<file path="src/twt_pkg.sv">
// ----------------------------------------------------------------------------
// twt_pkg
// shared types and constants of the timed event wait table
// ----------------------------------------------------------------------------
package twt_pkg;

  localparam int MAX_RESULTS = 16;
  localparam int WCNT_W      = $clog2(MAX_RESULTS + 1);
  localparam int TIME_W      = 48;
  localparam int QUEUE_DEPTH = 2;
  localparam int QPTR_W      = $clog2(QUEUE_DEPTH);
  localparam int QCNT_W      = $clog2(QUEUE_DEPTH + 1);

  // operation codes
  localparam logic [1:0] OP_WAIT  = 2'd0;
  localparam logic [1:0] OP_RAISE = 2'd1;
  localparam logic [1:0] OP_TICK  = 2'd2;

  // wakeup reasons
  localparam logic [1:0] REASON_EVENT   = 2'd0;
  localparam logic [1:0] REASON_TIMEOUT = 2'd1;
  localparam logic [1:0] REASON_FULL    = 2'd2;

  // no deadline held
  localparam logic [TIME_W:0] DEADLINE_NONE = {(TIME_W + 1){1'b1}};

  typedef struct packed {
    logic [1:0]        operation;
    logic [7:0]        task_id;
    logic              has_emitter;
    logic [7:0]        emitter_id;
    logic signed [31:0] timeout;
    logic [7:0]        error_code;
    logic [TIME_W-1:0] now;
  } in_item_t;

  typedef struct packed {
    logic [7:0] woken_task;
    logic [1:0] reason;
    logic [7:0] wake_error;
    logic       last;
  } out_item_t;

  // decoded command handed from the front to the back
  typedef struct packed {
    logic [1:0]        op;
    logic [7:0]        task_id;
    logic              listens;
    logic [7:0]        emitter;
    logic [7:0]        error;
    logic              no_deadline;
    logic [TIME_W-1:0] deadline;
    logic [TIME_W-1:0] now;
  } cmd_t;

  // queue status seen by the front and the back
  typedef struct packed {
    logic full;
    logic not_empty;
  } q_status_t;

endpackage

</file>
<file path="src/twt_front.sv">
// ----------------------------------------------------------------------------
// twt_front
// accepts transactions and decodes them into queue commands
// ----------------------------------------------------------------------------
module twt_front
  import twt_pkg::*;
(
  input  logic      start,
  input  in_item_t  in_item,
  input  q_status_t q_status,
  output logic      busy,
  output logic      push,
  output cmd_t      push_cmd
);

  logic [TIME_W:0] sum;

  // now plus timeout, saturating at the top of the time range
  assign sum  = {1'b0, in_item.now} + {18'b0, in_item.timeout[30:0]};
  assign busy = q_status.full;
  assign push = start && !q_status.full;

  always_comb begin
    push_cmd.op          = in_item.operation;
    push_cmd.task_id     = in_item.task_id;
    push_cmd.listens     = in_item.has_emitter;
    push_cmd.emitter     = in_item.emitter_id;
    push_cmd.error       = in_item.error_code;
    push_cmd.no_deadline = in_item.timeout[31];
    push_cmd.deadline    = sum[TIME_W] ? {TIME_W{1'b1}} : sum[TIME_W-1:0];
    push_cmd.now         = in_item.now;
  end

endmodule

</file>
<file path="src/twt_queue.sv">
// ----------------------------------------------------------------------------
// twt_queue
// short command queue between the front and the back
// ----------------------------------------------------------------------------
module twt_queue
  import twt_pkg::*;
(
  input  logic      clk,
  input  logic      rst_n,
  input  logic      push,
  input  cmd_t      push_cmd,
  input  logic      pop,
  output q_status_t q_status,
  output cmd_t      head
);

  cmd_t              entry_r [QUEUE_DEPTH];
  logic [QPTR_W-1:0] wr_ptr_r, wr_ptr_nxt;
  logic [QPTR_W-1:0] rd_ptr_r, rd_ptr_nxt;
  logic [QCNT_W-1:0] count_r, count_nxt;
  logic              do_pop;

  assign q_status.full      = (count_r == QCNT_W'(QUEUE_DEPTH));
  assign q_status.not_empty = (count_r != '0);
  assign head               = entry_r[rd_ptr_r];
  assign do_pop             = pop && q_status.not_empty;

  always_comb begin
    wr_ptr_nxt = wr_ptr_r;
    rd_ptr_nxt = rd_ptr_r;
    count_nxt  = count_r;
    if (push) begin
      wr_ptr_nxt = wr_ptr_r + 1'b1;
    end
    if (do_pop) begin
      rd_ptr_nxt = rd_ptr_r + 1'b1;
    end
    if (push && !do_pop) begin
      count_nxt = count_r + 1'b1;
    end else if (do_pop && !push) begin
      count_nxt = count_r - 1'b1;
    end
  end

  always_ff @(posedge clk) begin
    if (!rst_n) begin
      wr_ptr_r <= '0;
      rd_ptr_r <= '0;
      count_r  <= '0;
    end else begin
      wr_ptr_r <= wr_ptr_nxt;
      rd_ptr_r <= rd_ptr_nxt;
      count_r  <= count_nxt;
    end
  end

  always_ff @(posedge clk) begin
    if (push) begin
      entry_r[wr_ptr_r] <= push_cmd;
    end
  end

endmodule

</file>
<file path="src/twt_back.sv">
// ----------------------------------------------------------------------------
// twt_back
// slot table, wait insertion and one-slot-per-cycle wakeup scan
// ----------------------------------------------------------------------------
module twt_back
  import twt_pkg::*;
#(
  parameter int WAIT_SLOTS = 16
) (
  input  logic      clk,
  input  logic      rst_n,
  input  q_status_t q_status,
  input  cmd_t      head,
  output logic      pop,
  output logic      out_valid,
  output out_item_t out_item
);

  localparam int IDX_W = $clog2(WAIT_SLOTS);
  localparam int CNT_W = $clog2(WAIT_SLOTS + 1);

  typedef enum logic [2:0] {
    ST_IDLE  = 3'b001,
    ST_SCAN  = 3'b010,
    ST_FLUSH = 3'b100
  } back_state_t;

  typedef struct packed {
    logic [7:0]        task_id;
    logic              listens;
    logic [7:0]        emitter;
    logic              no_deadline;
    logic [TIME_W-1:0] deadline;
  } slot_t;

  slot_t mem_r [WAIT_SLOTS];
  slot_t rd_data_r;
  slot_t wr_slot;

  back_state_t           state_r, state_nxt;
  logic [WAIT_SLOTS-1:0] valid_r, valid_nxt;
  logic [TIME_W:0]       earliest_r, earliest_nxt;
  logic [TIME_W:0]       later_r, later_nxt;
  cmd_t                  cmd_r, cmd_nxt;
  logic [CNT_W-1:0]      issue_cnt_r, issue_cnt_nxt;
  logic                  ev_act_r, ev_act_nxt;
  logic [IDX_W-1:0]      ev_idx_r, ev_idx_nxt;
  logic [WCNT_W-1:0]     wake_cnt_r, wake_cnt_nxt;
  logic                  pend_valid_r, pend_valid_nxt;
  logic [7:0]            pend_task_r, pend_task_nxt;
  logic                  out_valid_r, out_valid_nxt;
  out_item_t             out_item_r, out_item_nxt;

  logic             mem_we;
  logic             rd_en;
  logic [IDX_W-1:0] free_idx;
  logic             table_full;
  logic             hit;
  logic             timed;
  logic [1:0]       pend_reason;
  logic [7:0]       pend_error;

  // lowest free slot
  always_comb begin
    free_idx = '0;
    for (int i = WAIT_SLOTS - 1; i >= 0; i--) begin
      if (!valid_r[i]) begin
        free_idx = IDX_W'(i);
      end
    end
  end

  assign table_full = &valid_r;
  assign pop        = (state_r == ST_IDLE) && q_status.not_empty;
  assign rd_en      = (state_r == ST_SCAN) && (issue_cnt_r != CNT_W'(WAIT_SLOTS));

  assign pend_reason = (cmd_r.op == OP_RAISE) ? REASON_EVENT : REASON_TIMEOUT;
  assign pend_error  = (cmd_r.op == OP_RAISE) ? cmd_r.error : 8'd0;

  always_comb begin
    wr_slot.task_id     = head.task_id;
    wr_slot.listens     = head.listens;
    wr_slot.emitter     = head.emitter;
    wr_slot.no_deadline = head.no_deadline;
    wr_slot.deadline    = head.deadline;
  end

  // slot evaluation in the cycle after its read
  always_comb begin
    timed = valid_r[ev_idx_r] && !rd_data_r.no_deadline;
    if (cmd_r.op == OP_RAISE) begin
      hit = ev_act_r && valid_r[ev_idx_r] && rd_data_r.listens &&
            (rd_data_r.emitter == cmd_r.emitter) &&
            (wake_cnt_r < WCNT_W'(MAX_RESULTS));
    end else begin
      hit = ev_act_r && timed && (cmd_r.now >= rd_data_r.deadline) &&
            (wake_cnt_r < WCNT_W'(MAX_RESULTS));
    end
  end

  always_comb begin
    state_nxt      = state_r;
    valid_nxt      = valid_r;
    earliest_nxt   = earliest_r;
    later_nxt      = later_r;
    cmd_nxt        = cmd_r;
    issue_cnt_nxt  = issue_cnt_r;
    ev_act_nxt     = 1'b0;
    ev_idx_nxt     = ev_idx_r;
    wake_cnt_nxt   = wake_cnt_r;
    pend_valid_nxt = pend_valid_r;
    pend_task_nxt  = pend_task_r;
    out_valid_nxt  = 1'b0;
    out_item_nxt   = out_item_r;
    mem_we         = 1'b0;

    if (hit) begin
      valid_nxt[ev_idx_r] = 1'b0;
      wake_cnt_nxt        = wake_cnt_r + 1'b1;
      if (pend_valid_r) begin
        out_valid_nxt = 1'b1;
        out_item_nxt  = '{woken_task: pend_task_r, reason: pend_reason,
                          wake_error: pend_error, last: 1'b0};
      end
      pend_valid_nxt = 1'b1;
      pend_task_nxt  = rd_data_r.task_id;
    end else if (ev_act_r && cmd_r.op == OP_TICK && timed &&
                 ({1'b0, rd_data_r.deadline} < later_r)) begin
      later_nxt = {1'b0, rd_data_r.deadline};
    end

    case (state_r)
      ST_IDLE: begin
        if (q_status.not_empty) begin
          cmd_nxt        = head;
          issue_cnt_nxt  = '0;
          wake_cnt_nxt   = '0;
          pend_valid_nxt = 1'b0;
          later_nxt      = DEADLINE_NONE;
          case (head.op)
            OP_WAIT: begin
              if (table_full) begin
                out_valid_nxt = 1'b1;
                out_item_nxt  = '{woken_task: head.task_id, reason: REASON_FULL,
                                  wake_error: 8'd0, last: 1'b1};
              end else begin
                mem_we              = 1'b1;
                valid_nxt[free_idx] = 1'b1;
                if (!head.no_deadline && ({1'b0, head.deadline} < earliest_r)) begin
                  earliest_nxt = {1'b0, head.deadline};
                end
              end
            end
            OP_RAISE: begin
              state_nxt = ST_SCAN;
            end
            OP_TICK: begin
              if ({1'b0, head.now} >= earliest_r) begin
                state_nxt = ST_SCAN;
              end
            end
            default: begin
            end
          endcase
        end
      end
      ST_SCAN: begin
        if (rd_en) begin
          ev_act_nxt    = 1'b1;
          ev_idx_nxt    = issue_cnt_r[IDX_W-1:0];
          issue_cnt_nxt = issue_cnt_r + 1'b1;
        end else begin
          state_nxt = ST_FLUSH;
        end
      end
      ST_FLUSH: begin
        if (pend_valid_r) begin
          out_valid_nxt = 1'b1;
          out_item_nxt  = '{woken_task: pend_task_r, reason: pend_reason,
                            wake_error: pend_error, last: 1'b1};
        end
        pend_valid_nxt = 1'b0;
        if (cmd_r.op == OP_TICK) begin
          earliest_nxt = later_r;
        end
        state_nxt = ST_IDLE;
      end
      default: begin
        state_nxt = ST_IDLE;
      end
    endcase
  end

  always_ff @(posedge clk) begin
    if (!rst_n) begin
      state_r      <= ST_IDLE;
      valid_r      <= '0;
      earliest_r   <= DEADLINE_NONE;
      ev_act_r     <= 1'b0;
      pend_valid_r <= 1'b0;
      out_valid_r  <= 1'b0;
      issue_cnt_r  <= '0;
      wake_cnt_r   <= '0;
    end else begin
      state_r      <= state_nxt;
      valid_r      <= valid_nxt;
      earliest_r   <= earliest_nxt;
      ev_act_r     <= ev_act_nxt;
      pend_valid_r <= pend_valid_nxt;
      out_valid_r  <= out_valid_nxt;
      issue_cnt_r  <= issue_cnt_nxt;
      wake_cnt_r   <= wake_cnt_nxt;
    end
  end

  always_ff @(posedge clk) begin
    later_r     <= later_nxt;
    cmd_r       <= cmd_nxt;
    ev_idx_r    <= ev_idx_nxt;
    pend_task_r <= pend_task_nxt;
    out_item_r  <= out_item_nxt;
  end

  // slot memory: one write port, one registered read port
  always_ff @(posedge clk) begin
    if (mem_we) begin
      mem_r[free_idx] <= wr_slot;
    end
  end

  always_ff @(posedge clk) begin
    if (rd_en) begin
      rd_data_r <= mem_r[issue_cnt_r[IDX_W-1:0]];
    end
  end

  assign out_valid = out_valid_r;
  assign out_item  = out_item_r;

endmodule

</file>
<file path="src/timed_event_wait_table_core.sv">
// ----------------------------------------------------------------------------
// timed_event_wait_table_core
// table of waiting tasks woken by emitter raises or by expired deadlines
// ----------------------------------------------------------------------------
// A transaction is taken when start is high and busy is low; busy rises only
// while the two-entry command queue is full. A wait stores the task in the
// lowest free slot when it reaches the head of the queue and the back end is
// idle, and gives no result, unless the table is full, in which case one
// refusal result with last set is registered out instead. A raise, or a tick
// at or past the earliest held deadline, scans the slot memory one slot per
// cycle through its single registered read port, then a flush state emits
// any held final result; a tick before the earliest deadline, and an unknown
// operation, give nothing. Results appear on out_item for exactly one cycle,
// marked by out_valid, at most one per cycle and in slot order; the receiver
// cannot stall them, so it must take every strobe. The final result of a
// transaction carries last. After reset the table is empty and usable at
// once.
// ----------------------------------------------------------------------------
module timed_event_wait_table_core
  import twt_pkg::*;
#(
  parameter int WAIT_SLOTS = 16
) (
  input  logic      clk,
  input  logic      rst_n,
  input  logic      start,
  output logic      busy,
  input  in_item_t  in_item,
  output logic      out_valid,
  output out_item_t out_item
);

  q_status_t q_status;
  logic      push;
  cmd_t      push_cmd;
  logic      pop;
  cmd_t      head;

  // front: accept and decode, deadline = now + timeout saturated
  twt_front u_front (
    .start    (start),
    .in_item  (in_item),
    .q_status (q_status),
    .busy     (busy),
    .push     (push),
    .push_cmd (push_cmd)
  );

  // queue decouples acceptance from scanning
  twt_queue u_queue (
    .clk      (clk),
    .rst_n    (rst_n),
    .push     (push),
    .push_cmd (push_cmd),
    .pop      (pop),
    .q_status (q_status),
    .head     (head)
  );

  // back: slot table, earliest deadline and the wakeup scan
  twt_back #(
    .WAIT_SLOTS (WAIT_SLOTS)
  ) u_back (
    .clk       (clk),
    .rst_n     (rst_n),
    .q_status  (q_status),
    .head      (head),
    .pop       (pop),
    .out_valid (out_valid),
    .out_item  (out_item)
  );

endmodule

</file>
<file path="config.mk">
export PLATFORM = sky130hd
export DESIGN_NAME = timed_event_wait_table_core
export DESIGN_NICKNAME = d
export VERILOG_FILES = /design/src/twt_pkg.sv /design/src/twt_front.sv /design/src/twt_queue.sv /design/src/twt_back.sv /design/src/timed_event_wait_table_core.sv
export SDC_FILE = /design/constraint.sdc
export NUM_CORES = 2
export LEC_CHECK = 0
export BUFFER_PORTS_ARGS = -buffer_cell sky130_fd_sc_hd__buf_4
export CAP_MARGIN = 20
export CORE_AREA = 4 4 478 480
export CTS_BUF_LIST = sky130_fd_sc_hd__clkbuf_4
export DETAILED_ROUTE_END_ITERATION = 8
export DIE_AREA = 0 0 482 484
export SYNTH_ARGS = -nofsm -noshare
export SYNTH_HDL_FRONTEND = slang
export SYNTH_SLANG_ARGS = --single-unit
</file>
<file path="constraint.sdc">
create_clock -name clk -period 11.8 [get_ports clk]
set_clock_uncertainty 0.2 [all_clocks]
set_input_delay 2.36 -clock clk [delete_from_list [all_inputs] [get_ports clk]]
set_output_delay 2.36 -clock clk [all_outputs]
set_load 0.01 [all_outputs]
</file>
Yosys cells after proc, flatten, opt, wreduce, memory -nomap -nowiden:

Memories as Yosys holds them, arrays and structs flattened. A register that Yosys moved wholly into a read port is not among the register bits.
Cells that the tools add are included.

* bitwise gates (word level): 3
* $lt $le $gt $ge: 9
* mux-type cells: 82
* equality and inequality tests: 19
* add/sub/neg operators: 7
* reduce and logical (&&, ||, !) cells: 37

Operators with widths (number)
* 2-to-1 mux 49 bit: 9
* 2-to-1 mux 19 bit: 6
* less-than comparator 48 x 49 -> 1 bit: 2
* one-hot mux 49 bit (2 select lines): 1
* 2-to-1 mux 16 bit: 5
* 2-to-1 mux 4 bit: 16
* adder 48 x 31 -> 49 bit: 1
* >= comparator 48 x 49 -> 1 bit: 1
* >= comparator 48 bit: 1
* 2-to-1 mux 48 bit: 1
* one-hot mux 19 bit (2 select lines): 1
* 2-to-1 mux 5 bit: 5
* 2-to-1 mux 1 bit: 24
* logical AND 1 bit: 20
* bitwise AND 16 bit: 1
* inverter 16 bit: 1
* bitwise OR 16 bit: 1
* AND reduction 16 bit: 1
* one-hot mux 3 bit (2 select lines): 2
* adder 5 x 1 -> 5 bit, second input constant: 2
* less-than comparator 4 x 5 -> 1 bit, second input constant: 2
* one-hot mux 5 bit (2 select lines): 1
* 2-to-1 mux 3 bit: 3
* demux 1 bit (select 4 bit): 2
* 26 further kinds: 48

* RAM bits: 1304
* memories: 2
* register bits after elaboration: 231
* output and inout bits: 21
* word-level logic and storage cells: 181
* input port bits: 110

Memory list
* u_back.mem_r: depth 16, width 66, read ports 1, clocked after Yosys merged registers in 1, write ports 1, RTL line twt_back.sv:36 `slot_t mem_r [WAIT_SLOTS];`
* u_queue.entry_r: depth 2, width 124, read ports 1, clocked after Yosys merged registers in 1, write ports 1, RTL line twt_queue.sv:17 `cmd_t entry_r [QUEUE_DEPTH];`

Logic depth before layout (Yosys ltp):

* depth after elaboration: 25
* mapped depth: 14
* gate-level depth less buffers: 11

Modules after synthesis:

Synthesis repeated with hierarchy kept, for this count alone.

* cells, all modules: 3933
* area, all modules: 67918.9 µm²

Modules (own cells, without submodules)
* twt_back: area an instance 55398.1 µm², times used 1, cells an instance 3091, sequential area each 39017.4 µm²
* twt_queue: area an instance 9409.0 µm², times used 1, cells an instance 408, sequential area each 7547.2 µm²
* twt_front: area an instance 3111.7 µm², times used 1, cells an instance 434, sequential area each 0.0 µm²

Worst setup path before layout:

Ideal clock, no wire load.

* path kind: register -> register
* start point: reg (tool-made name)
* end point: reg u_back.valid_r[6]
* path slack: 3304 ps
* setup time: 80 ps
* data arrival time: 8216 ps
* buffers on the path: 4
* clock period less this slack: 8496 ps
* required time: 11520 ps
* stages on the path, launching flop included: 12
* cell sequence: dfxtp_1 clkbuf_1 clkbuf_1 buf_1 buf_1 mux2i_1 ha_1 nand2_2 nor2_1 nand4_1 a211oi_1 o221a_2

RTL lines
* end signal, assigned: RTL line twt_back.sv:206 `valid_r <= valid_nxt;`
* end, declared: RTL line twt_back.sv:41 `logic [WAIT_SLOTS-1:0] valid_r, valid_nxt;`

==> out/qor.txt <==
status: complete, no violations
setup TNS: 0 ns
GR Overflow Total: 0
placed insts: 6868
Setup crit end kind: register
Die Y: 484 um
cts hold-fix bufs: 0
Netlist cell types: 80
Ports: 131
syn_area_per_cell: 17.3 um2
WP data required: 12.70 ns
die area: 0.233 mm2
Cells after Synth: 3880
Max IR drop VDD: 0.106 mV
Skew-Pair Late Insertion Delay: 1.38 ns
Reg clk slew, reported paths: 0.07 ns
crit share post-route: 48.7%
Comb pwr share: 14.3%
antenna violations before repair: 12
fin. max-slew vios: 0
Overall Global Routing Usage: 14.9%
port bufs: 130
Num CTS Buffers: 399
vias in the first global route: 40000
max frequency: 174 MHz
Synth-to-Final Area Change: 14.3%
max_cap viols: 0
Mapped Area: 0.0670 mm2
Core Rows: 174
Reg power frac: 52.2%
Hold WS: 0.219 ns
Post-synth top flop: edfxtp_1
PwrDens: 176 mW/mm2
Final Non-Filler Cells: 7562
RSZ-0062 raised after global routing: false
P_int: 9.88 mW
Slowest cell on crit path: dfxtp_4
number of flops mapped to enable cells by yosys: 1448
Pwr Total: 13.5 mW
share of cells above drive strength 1: 29.2%
pin slew with the least headroom to its limit: 1.21 ns
Final setup viols: 0
maximum buffer depth of the clock tree: 4
remaining antenna violation count after routing: 0
# clock sinks: 1602
sequential area share after synthesis: 69.5%
post-DP HPWL: 102000 um
CP Class: reg -> reg
crit-path cells: buf_12 > mux2_2 > ha_1 > nand4_1 > or2_2 > nor3_1 > a21o_1 > o31ai_1 > a31oi_4 > buf_4 > or2_4 > o311ai_0
clock share of power: 33.5%
setup bufs post-CTS: 0
slew margin rel.: 19.3%
DR iter-0 viols: 3390
flops & latches, synth: 1602
Pleak: 26.3 nW
number of vias per cell: 5.07
Routed Wire Length: 177000 um
DRC: 0
Initial Utilization: 29.9%
wire per inst: 23.3 um
Die Wd: 482 um
GPL Wtd Cong: 0.850
setup ws final: 6.05 ns
core box area: 0.224 mm2
Final Hold Viols: 0
worst reg-to-reg path cell count: 12
TritonRoute pass-1 iters: 5
Critical Path AT: 6.65 ns
largest net degree at the start of global routing: 135
pre-CTS setup slack: 4.86 ns
Warnings, synthesis: 0
CTS H-tree depth: 5
crit path time final: 5.75 ns
CP peak stage delay: 0.92 ns
Nets: 4616
Syn Nets: 4218
Switching Fraction: 26.8%
TritonCTS clock tree: done
Post-synth ARST share: 0%
crit path launch type: register
clk root buf: clkbuf_4
hold depth: 0
filler cell count: 21500
crit path max fanout: 66
vias after detailed routing: 38300
flop2flop setup slack: 6.05 ns
sw power: 3.62 mW
PostCTS Resize Cnt: 0
Hold Crit Class: reg -> reg
first-pass GRT wire length: 259000 um
==> cells in the mapped netlist, types with 4 or more instances <==
master        n  area (um2)
a211o_1       4        35.0
a211oi_1     18         135
a21boi_0     13        97.6
a21o_1       60         450
a21oi_1      95         475
a221oi_1      4        35.0
a31o_2        4        35.0
a31oi_1      70         438
and2_1       10        62.6
and3_1       19         119
buf_1        32         120
buf_2        19        95.1
clkbuf_1    137         514
dfxtp_1     154        3080
edfxtp_1   1448       43500
ha_1        227        2840
inv_1       183         687
mux2_2      148        1670
mux2i_1      12         120
mux4_2      334        7520
nand2_1     129         484
nand2b_1     14        87.6
nand3_1      43         215
nand4_1      48         300
nor2_1      167         627
nor2b_1      18         113
nor3_1       26         130
nor4_1       55         344
o2111ai_1     7        61.3
o211ai_1     17         128
o21a_1       17         128
o21ai_0     175         876
o221a_2       4        45.0
o311ai_0     30         263
o311ai_1     17         149
o31ai_1       4        30.0
or2_2         5        31.3
or3_1        14        87.6
xnor2_1      22         193
xor2_1       19         166
==> layout by cell type (no fill, tap or decap), types with 128 or more instances in the layout <==
| master | instances |
|---|---|
| mux2_2 | 148 |
| edfxtp_1 | 1448 |
| nand2_1 | 128 |
| nor2_1 | 161 |
| mux4_2 | 334 |
| o21ai_0 | 175 |
| inv_1 | 174 |
| clkbuf_4 | 585 |
| dfxtp_1 | 149 |
| ha_1 | 227 |
| buf_4 | 184 |
==> final timing paths <==
path,from,to
worst max-delay path,register,u_back.earliest_r[31]$_SDFFE_PN1P_
worst min-delay path,u_back.rd_data_r[59]$_DFFE_PP_,u_back.pend_task_r[1]$_DFFE_PP_
worst max register to register,register,u_back.earliest_r[31]$_SDFFE_PN1P_
worst min register to register,u_back.rd_data_r[59]$_DFFE_PP_,u_back.pend_task_r[1]$_DFFE_PP_
==> power groups by stage <==
stage / logic, mW / clock network (mW) / registers [mW]
finish: 1.93 / 4.53 / 7.05
global placement: 1.89 / 0 / 7.16
global route: 2.12 / 4.97 / 7.08
detailed placement: 1.94 / 0 / 7.17
floorplan: 1.23 / 0 / 7.09
CTS: 1.94 / 4.67 / 7.05
==> area by class of cell <==
class / count / area, um2 / share of cell area (%)
inverter: 184 / 724 / 0.946
sequential: 1602 / 46600 / 60.8
clock inverter: 96 / 492 / 0.642
tap: 2992 / 3740 / 4.89
multi-input combinational: 1901 / 19100 / 25.0
antenna: 12 / 30.0 / 0.0392
timing repair buffer: 190 / 1490 / 1.95
clock buffer: 585 / 4390 / 5.73
==> critical path, delay by kind of cell, from the launching register on <==
family,cells,cell delay [ns]
AOI/OAI and AO/OA,4,1.06
adders and majority gates,1,0.38
buffers and inverters,2,0.90
DFF,1,0.92
muxes,1,0.56
and+or+nand+nor,4,1.37
==> state kept, by name (all words and copies together), names as in the netlist, 2 cells and up, named ones only <==
| name | flops |
|---|---|
| u_back.cmd_r | 66 |
| u_queue.entry_r | 248 |
| u_back.rd_data_r | 66 |
| u_back.wake_cnt_r | 5 |
| u_back.pend_task_r | 8 |
| u_back.issue_cnt_r | 5 |
| u_queue.count_r | 2 |
| u_back.out_item | 19 |
| u_back.mem_r | 1056 |
| u_back.earliest_r | 49 |
| u_back.state_r | 3 |
| u_back.later_r | 49 |
| u_back.valid_r | 16 |
| u_back.ev_idx_r | 4 |
==> cells by family (layout without fill, tap and decap cells) <==
family / count (synthesis) / count (layout) / synth area share (%)
buffers and inverters: 377 / 1055 / 2.19
muxes: 494 / 494 / 13.9
and+or+nand+nor: 566 / 566 / 4.13
xor gates and xnor gates: 41 / 41 / 0.536
other: 0 / 12 / 0
adders and majority gates: 228 / 228 / 4.27
AOI/OAI and AO/OA: 572 / 572 / 5.50
DFF: 1602 / 1602 / 69.5
==> metrics by stage <==
step | util (%) | instance area, um2
floorplan | - | 67000
global placement | 32.0 | 71600
detailed placement | 32.0 | 71700
CTS | 34.1 | 76500
global route | 34.2 | 76600
finish | 34.2 | 76600
==> routing by layer <==
metal  vias to the layer above  track usage [%]  part of all wire (%)
met1                     19900             19.3                    42
met5                         -                0                 0.035
met2                      1465             24.5                    48
met3                       293             3.26                   6.8
met4                         8             5.22                   2.8
li1                      16600                -                     -
No activity file was read; power rests on OpenSTA's default activity.
